<file path="src/rtl/cle_pkg.sv">
package cle_pkg;

  localparam int StoreDepth = 128;
  localparam int StoreAw    = $clog2(StoreDepth);
  localparam int QueueDepth = 2;
  localparam int QueueAw    = $clog2(QueueDepth);

  localparam logic [7:0] KeyIgnore = 8'hff;
  localparam logic [7:0] KeyBs     = 8'h08;
  localparam logic [7:0] KeyCr     = 8'h0d;
  localparam logic [7:0] KeyNl     = 8'h0a;
  localparam logic [7:0] KeySq     = 8'h27;
  localparam logic [7:0] KeyDq     = 8'h22;
  localparam logic [7:0] KeySpace  = 8'h20;
  localparam logic [7:0] KeyLowA   = 8'h61;
  localparam logic [7:0] KeyLowZ   = 8'h7a;
  localparam logic [7:0] CaseShift = 8'h20;

  typedef enum logic [1:0] {
    OP_KEY   = 2'd0,
    OP_ARM   = 2'd1,
    OP_CLAIM = 2'd2,
    OP_READ  = 2'd3
  } cle_op_e;

  typedef enum logic [0:0] {
    CFG_LINE_CAPACITY = 1'b0,
    CFG_ECHO_ENABLE   = 1'b1
  } cle_cfg_e;

  typedef enum logic [1:0] {
    MODE_IDLE = 2'd0,
    MODE_NEED = 2'd1,
    MODE_GOT  = 2'd2,
    MODE_EXEC = 2'd3
  } cle_mode_e;

  typedef enum logic [2:0] {
    CLS_ARM,
    CLS_CLAIM,
    CLS_READ,
    CLS_NEWLINE,
    CLS_ERASE,
    CLS_IGNORE,
    CLS_CHAR
  } cle_cls_e;

  typedef enum logic [2:0] {
    EX_RUN,
    EX_READ,
    EX_ERASE,
    EX_SPACE,
    EX_TAIL
  } cle_ex_e;

  typedef struct packed {
    logic [1:0] operation;
    logic [7:0] key_byte;
    logic [6:0] read_index;
  } cle_req_t;

  typedef struct packed {
    logic       echo_valid;
    logic [7:0] echo_char;
    logic       last_of_run;
    logic       line_ready;
    logic [7:0] read_byte;
    logic [6:0] fill_level;
  } cle_rsp_t;

  typedef struct packed {
    cle_cls_e   cls;
    logic [7:0] data;
  } cle_cmd_t;

  function automatic logic [StoreAw-1:0] store_addr(logic [6:0] v);
    logic [31:0] w;
    w = 32'(v);
    return w[StoreAw-1:0];
  endfunction

  function automatic logic in_store(logic [6:0] v);
    return 32'(v) < StoreDepth;
  endfunction

  function automatic logic [6:0] effective_cap(logic [6:0] cap);
    logic [31:0] lim;
    lim = 32'(StoreDepth - 1);
    if (32'(cap) > lim) begin
      return lim[6:0];
    end
    return cap;
  endfunction

endpackage

</file>
<file path="src/rtl/cle_front.sv">
module cle_front (
  input  logic              clk_i,
  input  logic              rst_ni,
  input  logic              in_valid_i,
  output logic              in_ready_o,
  input  cle_pkg::cle_req_t in_req_i,
  output logic              cmd_valid_o,
  input  logic              cmd_ready_i,
  output cle_pkg::cle_cmd_t cmd_o
);
  import cle_pkg::*;

  cle_cmd_t           slot_q [QueueDepth];
  logic [QueueAw-1:0] wr_ptr_q, wr_ptr_d;
  logic [QueueAw-1:0] rd_ptr_q, rd_ptr_d;
  logic [QueueAw:0]   count_q, count_d;
  cle_cmd_t           cls_cmd;
  logic               push, pop;

  // Classify the request so the executor only has to branch on a class code.
  always_comb begin
    cls_cmd.data = in_req_i.key_byte;
    case (cle_op_e'(in_req_i.operation))
      OP_ARM:   cls_cmd.cls = CLS_ARM;
      OP_CLAIM: cls_cmd.cls = CLS_CLAIM;
      OP_READ: begin
        cls_cmd.cls  = CLS_READ;
        cls_cmd.data = {1'b0, in_req_i.read_index};
      end
      OP_KEY: begin
        if (in_req_i.key_byte == KeyCr || in_req_i.key_byte == KeyNl) begin
          cls_cmd.cls = CLS_NEWLINE;
        end else if (in_req_i.key_byte == KeyBs) begin
          cls_cmd.cls = CLS_ERASE;
        end else if (in_req_i.key_byte == KeyIgnore) begin
          cls_cmd.cls = CLS_IGNORE;
        end else begin
          cls_cmd.cls = CLS_CHAR;
        end
      end
      default:  cls_cmd.cls = CLS_IGNORE;
    endcase
  end

  assign in_ready_o  = count_q != (QueueAw+1)'(QueueDepth);
  assign cmd_valid_o = count_q != '0;
  assign cmd_o       = slot_q[rd_ptr_q];
  assign push        = in_valid_i && in_ready_o;
  assign pop         = cmd_valid_o && cmd_ready_i;

  always_comb begin
    wr_ptr_d = wr_ptr_q;
    rd_ptr_d = rd_ptr_q;
    count_d  = count_q;
    if (push) begin
      wr_ptr_d = wr_ptr_q + 1'b1;
    end
    if (pop) begin
      rd_ptr_d = rd_ptr_q + 1'b1;
    end
    if (push && !pop) begin
      count_d = count_q + 1'b1;
    end else if (pop && !push) begin
      count_d = count_q - 1'b1;
    end
  end

  always_ff @(posedge clk_i or negedge rst_ni) begin
    if (!rst_ni) begin
      wr_ptr_q <= '0;
      rd_ptr_q <= '0;
      count_q  <= '0;
    end else begin
      wr_ptr_q <= wr_ptr_d;
      rd_ptr_q <= rd_ptr_d;
      count_q  <= count_d;
    end
  end

  always_ff @(posedge clk_i) begin
    if (push) begin
      slot_q[wr_ptr_q] <= cls_cmd;
    end
  end

endmodule

</file>
<file path="src/rtl/cle_back.sv">
module cle_back (
  input  logic              clk_i,
  input  logic              rst_ni,
  input  logic              cmd_valid_i,
  output logic              cmd_ready_o,
  input  cle_pkg::cle_cmd_t cmd_i,
  input  logic [6:0]        cap_i,
  input  logic              echo_i,
  output logic              out_valid_o,
  input  logic              out_ready_i,
  output cle_pkg::cle_rsp_t out_rsp_o
);
  import cle_pkg::*;

  logic [7:0]         mem_q [StoreDepth];
  logic [7:0]         rdata_q;
  cle_ex_e            state_q, state_d;
  logic [6:0]         fill_q, fill_d;
  logic [7:0]         quote_q, quote_d;
  cle_mode_e          mode_q, mode_d;
  logic               out_valid_q, out_valid_d;
  cle_rsp_t           out_q, beat;
  logic               emit, can_emit;
  logic               we, re;
  logic [StoreAw-1:0] waddr, raddr;
  logic [7:0]         wdata, ch;

  assign can_emit = !out_valid_q || out_ready_i;

  always_comb begin
    state_d     = state_q;
    fill_d      = fill_q;
    quote_d     = quote_q;
    mode_d      = mode_q;
    we          = 1'b0;
    waddr       = store_addr(fill_q);
    wdata       = KeyNl;
    re          = 1'b0;
    raddr       = store_addr(cmd_i.data[6:0]);
    emit        = 1'b0;
    beat        = '0;
    cmd_ready_o = 1'b0;
    ch          = cmd_i.data;
    case (state_q)
      EX_RUN: begin
        cmd_ready_o = can_emit;
        if (cmd_valid_i && can_emit) begin
          beat.last_of_run = 1'b1;
          case (cmd_i.cls)
            CLS_ARM: begin
              mode_d  = MODE_NEED;
              fill_d  = '0;
              quote_d = '0;
              emit    = 1'b1;
            end
            CLS_CLAIM: begin
              if (mode_q == MODE_GOT) begin
                mode_d          = MODE_EXEC;
                beat.line_ready = 1'b1;
              end
              emit = 1'b1;
            end
            CLS_READ: begin
              // Move to the read state to wait for the registered read data.
              if (in_store(cmd_i.data[6:0])) begin
                re      = 1'b1;
                state_d = EX_READ;
              end else begin
                emit = 1'b1;
              end
            end
            CLS_NEWLINE: begin
              we     = in_store(fill_q);
              mode_d = MODE_GOT;
              if (echo_i) begin
                beat.echo_valid = 1'b1;
                beat.echo_char  = KeyNl;
              end
              emit = 1'b1;
            end
            CLS_ERASE: begin
              if (fill_q != '0) begin
                fill_d  = fill_q - 1'b1;
                re      = 1'b1;
                raddr   = store_addr(fill_q - 1'b1);
                state_d = EX_ERASE;
              end else begin
                emit = 1'b1;
              end
            end
            CLS_CHAR: begin
              if (fill_q < effective_cap(cap_i)) begin
                if (cmd_i.data == quote_q) begin
                  quote_d = '0;
                end else if (cmd_i.data == KeyDq || cmd_i.data == KeySq) begin
                  quote_d = cmd_i.data;
                end else if (quote_q == '0 && cmd_i.data >= KeyLowA &&
                             cmd_i.data <= KeyLowZ) begin
                  ch = cmd_i.data - CaseShift;
                end
                we     = 1'b1;
                wdata  = ch;
                fill_d = fill_q + 1'b1;
                if (echo_i) begin
                  beat.echo_valid = 1'b1;
                  beat.echo_char  = ch;
                end
              end
              emit = 1'b1;
            end
            default: begin
              emit = 1'b1;
            end
          endcase
        end
      end
      EX_READ: begin
        if (can_emit) begin
          beat.read_byte   = rdata_q;
          beat.last_of_run = 1'b1;
          emit             = 1'b1;
          state_d          = EX_RUN;
        end
      end
      EX_ERASE: begin
        if (can_emit) begin
          // Drop the quote state when the removed byte is the open quote.
          if (rdata_q == quote_q) begin
            quote_d = '0;
          end
          emit = 1'b1;
          if (echo_i) begin
            beat.echo_valid = 1'b1;
            beat.echo_char  = KeyBs;
            state_d         = EX_SPACE;
          end else begin
            beat.last_of_run = 1'b1;
            state_d          = EX_RUN;
          end
        end
      end
      EX_SPACE: begin
        if (can_emit) begin
          beat.echo_valid = 1'b1;
          beat.echo_char  = KeySpace;
          emit            = 1'b1;
          state_d         = EX_TAIL;
        end
      end
      EX_TAIL: begin
        if (can_emit) begin
          beat.echo_valid  = 1'b1;
          beat.echo_char   = KeyBs;
          beat.last_of_run = 1'b1;
          emit             = 1'b1;
          state_d          = EX_RUN;
        end
      end
      default: begin
        state_d = EX_RUN;
      end
    endcase
    beat.fill_level = fill_d;
  end

  always_comb begin
    out_valid_d = out_valid_q;
    if (emit) begin
      out_valid_d = 1'b1;
    end else if (out_ready_i) begin
      out_valid_d = 1'b0;
    end
  end

  always_ff @(posedge clk_i or negedge rst_ni) begin
    if (!rst_ni) begin
      state_q     <= EX_RUN;
      fill_q      <= '0;
      quote_q     <= '0;
      mode_q      <= MODE_IDLE;
      out_valid_q <= 1'b0;
    end else begin
      state_q     <= state_d;
      fill_q      <= fill_d;
      quote_q     <= quote_d;
      mode_q      <= mode_d;
      out_valid_q <= out_valid_d;
    end
  end

  always_ff @(posedge clk_i) begin
    if (emit) begin
      out_q <= beat;
    end
  end

  always_ff @(posedge clk_i) begin
    if (we) begin
      mem_q[waddr] <= wdata;
    end
    if (re) begin
      rdata_q <= mem_q[raddr];
    end
  end

  assign out_valid_o = out_valid_q;
  assign out_rsp_o   = out_q;

endmodule

</file>
<file path="src/rtl/console_line_editor_top.sv">
// Console line editor: requests carry keystrokes, arm, claim and read operations and
// each gives one response beat, or three for a backspace that removes a character
// while echo is on (0x08, space, 0x08). A front end classifies requests into a
// two-entry queue; the executor behind it owns the line store, fill, quote and mode
// state and a one-beat output register. Arm, claim, plain keystrokes and backspace on
// an empty line finish in the run state, so requests stream back to back while the
// output register is free. Reads and erasing backspaces wait in the read or erase
// state for the registered read port of the line store. The store comes up undefined;
// there is no clearing pass, so reading a position never written returns garbage.
// Write the configuration registers only while no request is outstanding.
module console_line_editor_top (
  input  logic              clk_i,
  input  logic              rst_ni,
  input  logic              in_valid_i,
  output logic              in_ready_o,
  input  cle_pkg::cle_req_t in_req_i,
  output logic              out_valid_o,
  input  logic              out_ready_i,
  output cle_pkg::cle_rsp_t out_rsp_o,
  input  logic              cfg_valid_i,
  output logic              cfg_ready_o,
  input  logic [0:0]        cfg_index_i,
  input  logic [6:0]        cfg_data_i
);
  import cle_pkg::*;

  logic [6:0] cap_q;
  logic       echo_q;
  logic       cmd_valid, cmd_ready;
  cle_cmd_t   cmd;

  // Configuration writes go straight into the registers; never stall them.
  assign cfg_ready_o = 1'b1;

  always_ff @(posedge clk_i or negedge rst_ni) begin
    if (!rst_ni) begin
      cap_q  <= 7'd127;
      echo_q <= 1'b1;
    end else if (cfg_valid_i) begin
      case (cle_cfg_e'(cfg_index_i))
        CFG_LINE_CAPACITY: cap_q  <= cfg_data_i;
        CFG_ECHO_ENABLE:   echo_q <= cfg_data_i[0];
        default: begin
        end
      endcase
    end
  end

  // Accept and classify requests.
  cle_front u_front (
    .clk_i,
    .rst_ni,
    .in_valid_i,
    .in_ready_o,
    .in_req_i,
    .cmd_valid_o (cmd_valid),
    .cmd_ready_i (cmd_ready),
    .cmd_o       (cmd)
  );

  // Edit the line and emit response beats.
  cle_back u_back (
    .clk_i,
    .rst_ni,
    .cmd_valid_i (cmd_valid),
    .cmd_ready_o (cmd_ready),
    .cmd_i       (cmd),
    .cap_i       (cap_q),
    .echo_i      (echo_q),
    .out_valid_o,
    .out_ready_i,
    .out_rsp_o
  );

  // With echo off no beat may carry a character.
  a_no_echo_when_off: assert property (@(posedge clk_i) disable iff (!rst_ni)
    out_valid_o && !echo_q |-> !out_rsp_o.echo_valid)
    else $error("echo beat while echo disabled");

  // Only the backspace echo sequence has beats before the last one.
  a_mid_beat_is_echo: assert property (@(posedge clk_i) disable iff (!rst_ni)
    out_valid_o && !out_rsp_o.last_of_run |-> out_rsp_o.echo_valid)
    else $error("non-final beat without echo");

  // A claim hands over a line on a single silent beat.
  a_claim_beat: assert property (@(posedge clk_i) disable iff (!rst_ni)
    out_valid_o && out_rsp_o.line_ready |->
      out_rsp_o.last_of_run && !out_rsp_o.echo_valid && out_rsp_o.read_byte == '0)
    else $error("malformed claim beat");

endmodule
</file>
<file path="config.mk">
export PLATFORM = sky130hd
export DESIGN_NAME = console_line_editor_top
export DESIGN_NICKNAME = d
export VERILOG_FILES = /design/src/rtl/cle_pkg.sv /design/src/rtl/cle_front.sv /design/src/rtl/cle_back.sv /design/src/rtl/console_line_editor_top.sv
export SDC_FILE = /design/constraint.sdc
export NUM_CORES = 1
export LEC_CHECK = 0
export ABC_AREA = 1
export ABC_CLOCK_PERIOD_IN_PS = 7500
export BUFFER_PORTS_ARGS = -buffer_cell sky130_fd_sc_hd__buf_4
export CAP_MARGIN = 25
export CORE_ASPECT_RATIO = 1.4
export CORE_MARGIN = 1
export CORE_UTILIZATION = 28
export CTS_BUF_LIST = sky130_fd_sc_hd__clkbuf_4
export DETAILED_ROUTE_END_ITERATION = 12
export GPL_TIMING_DRIVEN = 1
export MAX_ROUTING_LAYER = met4
export PLACE_DENSITY = 0.52
export SLEW_MARGIN = 25
export SYNTH_ARGS = -nofsm -noshare
export SYNTH_HDL_FRONTEND = slang
export SYNTH_SLANG_ARGS = --single-unit
export TNS_END_PERCENT = 30
</file>
<file path="constraint.sdc">
create_clock -name clk_i -period 7.5 [get_ports clk_i]
set_clock_uncertainty 0.15 [all_clocks]
set_input_delay 0.375 -clock clk_i [delete_from_list [all_inputs] [get_ports clk_i]]
set_output_delay 0.375 -clock clk_i [all_outputs]
set_load 0.1 [all_outputs]
</file>
==> metrics <==
status finished, final reports clean; Syn Inst Count 4937; syn avg cell area 10.10 sq um; Sink Count 1113; Required @ worst endpoint 8.41 ns; First DRT Iteration DRCs 2789; R2R Path Start u_back.fill_q[0]$_DFF_PN0_; pre-CTS worst setup slack 2.447 ns; DR pass1 iterations 6; maxcap violations 0; initial antenna violation count 3; NetSw 9865 uW; Port Buffers 57; area of the core 176300 sq um; Clock Latency Late Sink 1.17 ns; Synth warnings 0; Setup crit start u_back.fill_q[0]$_DFF_PN0_; overall global routing resource usage 16.60%; Max Clk Rate 197.6 MHz; area share of fa/ha/maj cells after synthesis 0.2509%; post-CTS setup buffers 0; total CTS buffers 275; register bit total from synthesis 1113; Worst Hold Launch out_ready_i; XOR/XNOR Fraction of Synth Area 0.2458%; Final GP Congestion 0.8375; Post-synth top flop edfxtp_1; H-Tree Depth 5; Die Y 501.4 microns; Post-synth EDFFs 1080; total grt overflow 0; largest family of logic cells by synthesized area simple AND/OR/NAND/NOR gates; Tcrit/Tclk final 67.48%; Final TNS setup 0 ns; vias per cell 4.599; die width 358.7 microns; Pleak 0.02391 uW; Worst setup EP type flop; Sw Share 44.79%; Int Pwr 12160 uW; final hold vios 0; crit-path max FO 117; sequential area share after synthesis 66.70%; FP Rows 182; fraction of registers with async set/reset 2.965%; Gate power share 43.7%; Post-Syn Area 49880 sq um; Final Total Pwr 22020 uW; CP arrival 5.97 ns; Synth Net Count 4977; DRC violations left 0; vias in the first global route 35170; Vias 35290; HP Class in -> reg; global-route wire length before repair 219000 microns; Die ar. 179800 sq um; final worst slack 2.439 ns; Routed Antenna Nets 0; critical path type reg -> reg; PD cells 386.6 nW/um^2; Fill cells 18200; routed len/inst 19.00 microns; CP Launch Type flop; Layout area overhead 14.22%; nets 5212; peak supply drop 0.5792 mV; simple-gate area share of the yosys netlist 22.17%; Least-Margin Pin Slew 1.123 ns; Worst slew margin 25.14%; clock period minus worst slack 5.061 ns; # IOs 59; post-synthesis compound-gate area fraction 0.9759%; CTS tree done; Root Buffer clkbuf_4; clock network power share 22.7%; Final Max Slew Viols 0; Reg clk slew, reported paths 0.07 ns; fin util 32.32%; Synth cell types 45; largest net degree at the start of global routing 181; unrepaired setup endpoints after global routing false; setup violators final 0; Max clock buf depth 4; share of cells above drive strength 1 10.56%; post-synthesis mux area share 0%; DP Wirelength 81210 microns; Starting Density 28.30%; DRT Wirelength 145800 microns; sequential group share of total power 33.6%
## through the flow
step	area (sq um)	std cells	hold WS (ns)
finish	56970	7673	0.1795
global route	56970	7673	0.1215
CTS	56950	7667	0.0007726
detailed placement	52730	7109	0.2105
global placement	52640	7106	0.2135
floorplan	49880	4937	-0.07059
## state kept, by name (all words and copies together), names as in the netlist
register	flops
echo_q	1
u_back.out_valid_o	1
u_back.mem_q	1024
u_back.rdata_q	8
u_back.state_q	3
u_back.out_rsp_o	26
u_front.rd_ptr_q	1
cap_q	7
u_back.fill_q	7
u_back.quote_q	8
u_front.slot_q	22
u_back.mode_q	2
u_front.count_q	2
u_front.wr_ptr_q	1
## cells in the mapped netlist (5+ instances only)
cell	n	area, sq um
a21oi_1	29	145.1
a31oi_1	7	43.79
buf_1	13	48.80
buf_2	179	895.9
buf_4	8	60.06
buf_6	15	168.9
clkbuf_1	24	90.09
dfrtp_1	25	625.6
dfstp_2	8	210.2
edfxtp_1	1080	32430
ha_1	10	125.1
inv_1	937	3517
inv_2	6	22.52
nand2_1	1251	4696
nand2_2	6	37.54
nand3_1	986	4935
nand3b_1	41	307.8
nand4_1	18	112.6
nor2_1	201	754.5
nor3_1	9	45.04
o21ai_0	25	125.1
o21ai_1	6	30.03
o21ai_2	6	52.55
or2_2	5	31.28
xor2_1	10	87.58
## critical path, stage by stage (launching register included)
cell	delay (ns)
dfrtp_1	0.51
inv_1	0.28
ha_1	0.30
inv_1	0.06
nor2_1	0.08
nand2_2	0.20
nand3_4	0.15
inv_2	0.25
nand2_2	0.14
nand2_8	0.60
buf_4	0.82
nand3_1	0.21
nand3_1	0.13
nand3_1	0.09
nand3_1	0.25
nand3_1	0.23
nand2_1	0.14
nand2_1	0.14
nand2_1	0.09
## cell families after synthesis
group / count (synthesis)
buf+inv: 1184
compound gates: 83
xor+xnor: 14
other cells: 1
fa+ha+maj: 10
flops: 1113
simple gates: 2532
## per-layer routing
metal	wire length (microns)	GRT usage (%)	up-vias
met5	0	-	-
met4	5484	7.388	0
met3	7520	2.895	307
met2	74640	28.17	1176
met1	58140	19.05	17090
li1	-	-	16720
## power by group through the flow
| stage | clock network, uW | registers (uW) | logic [uW] |
|---|---|---|---|
| after floorplan | 0 | 8030 | 5770 |
| after global placement | 0 | 7530 | 9600 |
| after detailed placement | 0 | 7520 | 9630 |
| after CTS | 5150 | 7400 | 9680 |
| after global routing | 5410 | 7420 | 10400 |
| final | 5000 | 7400 | 9630 |
## final cells by class
| class | instances | area [sq um] | share of cell area (%) |
|---|---|---|---|
| timing repair buffer | 197 | 1964 | 3.448 |
| inverter | 945 | 3550 | 6.231 |
| clock buffer | 382 | 2868 | 5.034 |
| tap | 2300 | 2878 | 5.051 |
| antenna | 6 | 15.01 | 0.02636 |
| multi-input combinational | 2640 | 11950 | 20.97 |
| sequential | 1113 | 33270 | 58.39 |
| clock inverter | 90 | 483.0 | 0.8478 |
## placed cells by master (no fill, tap or decap), drive strengths merged
cell type,count
nand4,19
diode,6
nand3,987
o21a,1
o21ai,37
dfrtp,25
clkbuf,382
a31oi,7
dfstp,8
dlygate4sd3,85
clkinv,83
or3,2
xnor2,4
nand3b,41
a41oi,1
o2111ai,1
conb,1
ha,10
nor2,204
edfxtp,1080
inv,947
o22ai,2
buf,112
xor2,10
a21oi,30
nor3,9
nand2,1258
nor4,4
a21boi,1
o211ai,1
bufinv,5
or2,8
o31ai,1
a2111oi,1
## final timing paths
kind	slack (ns)	endpoint	depth (start not counted)
setup / recovery	2.44	u_back.rdata_q[4]$_DFFE_PP_	18
hold / removal	0.18	u_back.out_valid_o$_DFFE_PN0P_	5
setup reg to reg	2.44	u_back.rdata_q[4]$_DFFE_PP_	18
hold reg to reg	0.33	u_front.count_q[0]$_DFFE_PN0P_	1
max in group asynchronous	6.26	cap_q[2]$_DFFE_PN1P_	5
min in group asynchronous	0.65	u_back.quote_q[6]$_DFFE_PN0P_	5
## timing repair
item,CTS,global route
setup endpoints to repair,0,0
hold buffers,86,0
hold endpoints to repair,142,0
gates resized for setup,0,0
Note: power is estimated with default switching activity, not from simulation.
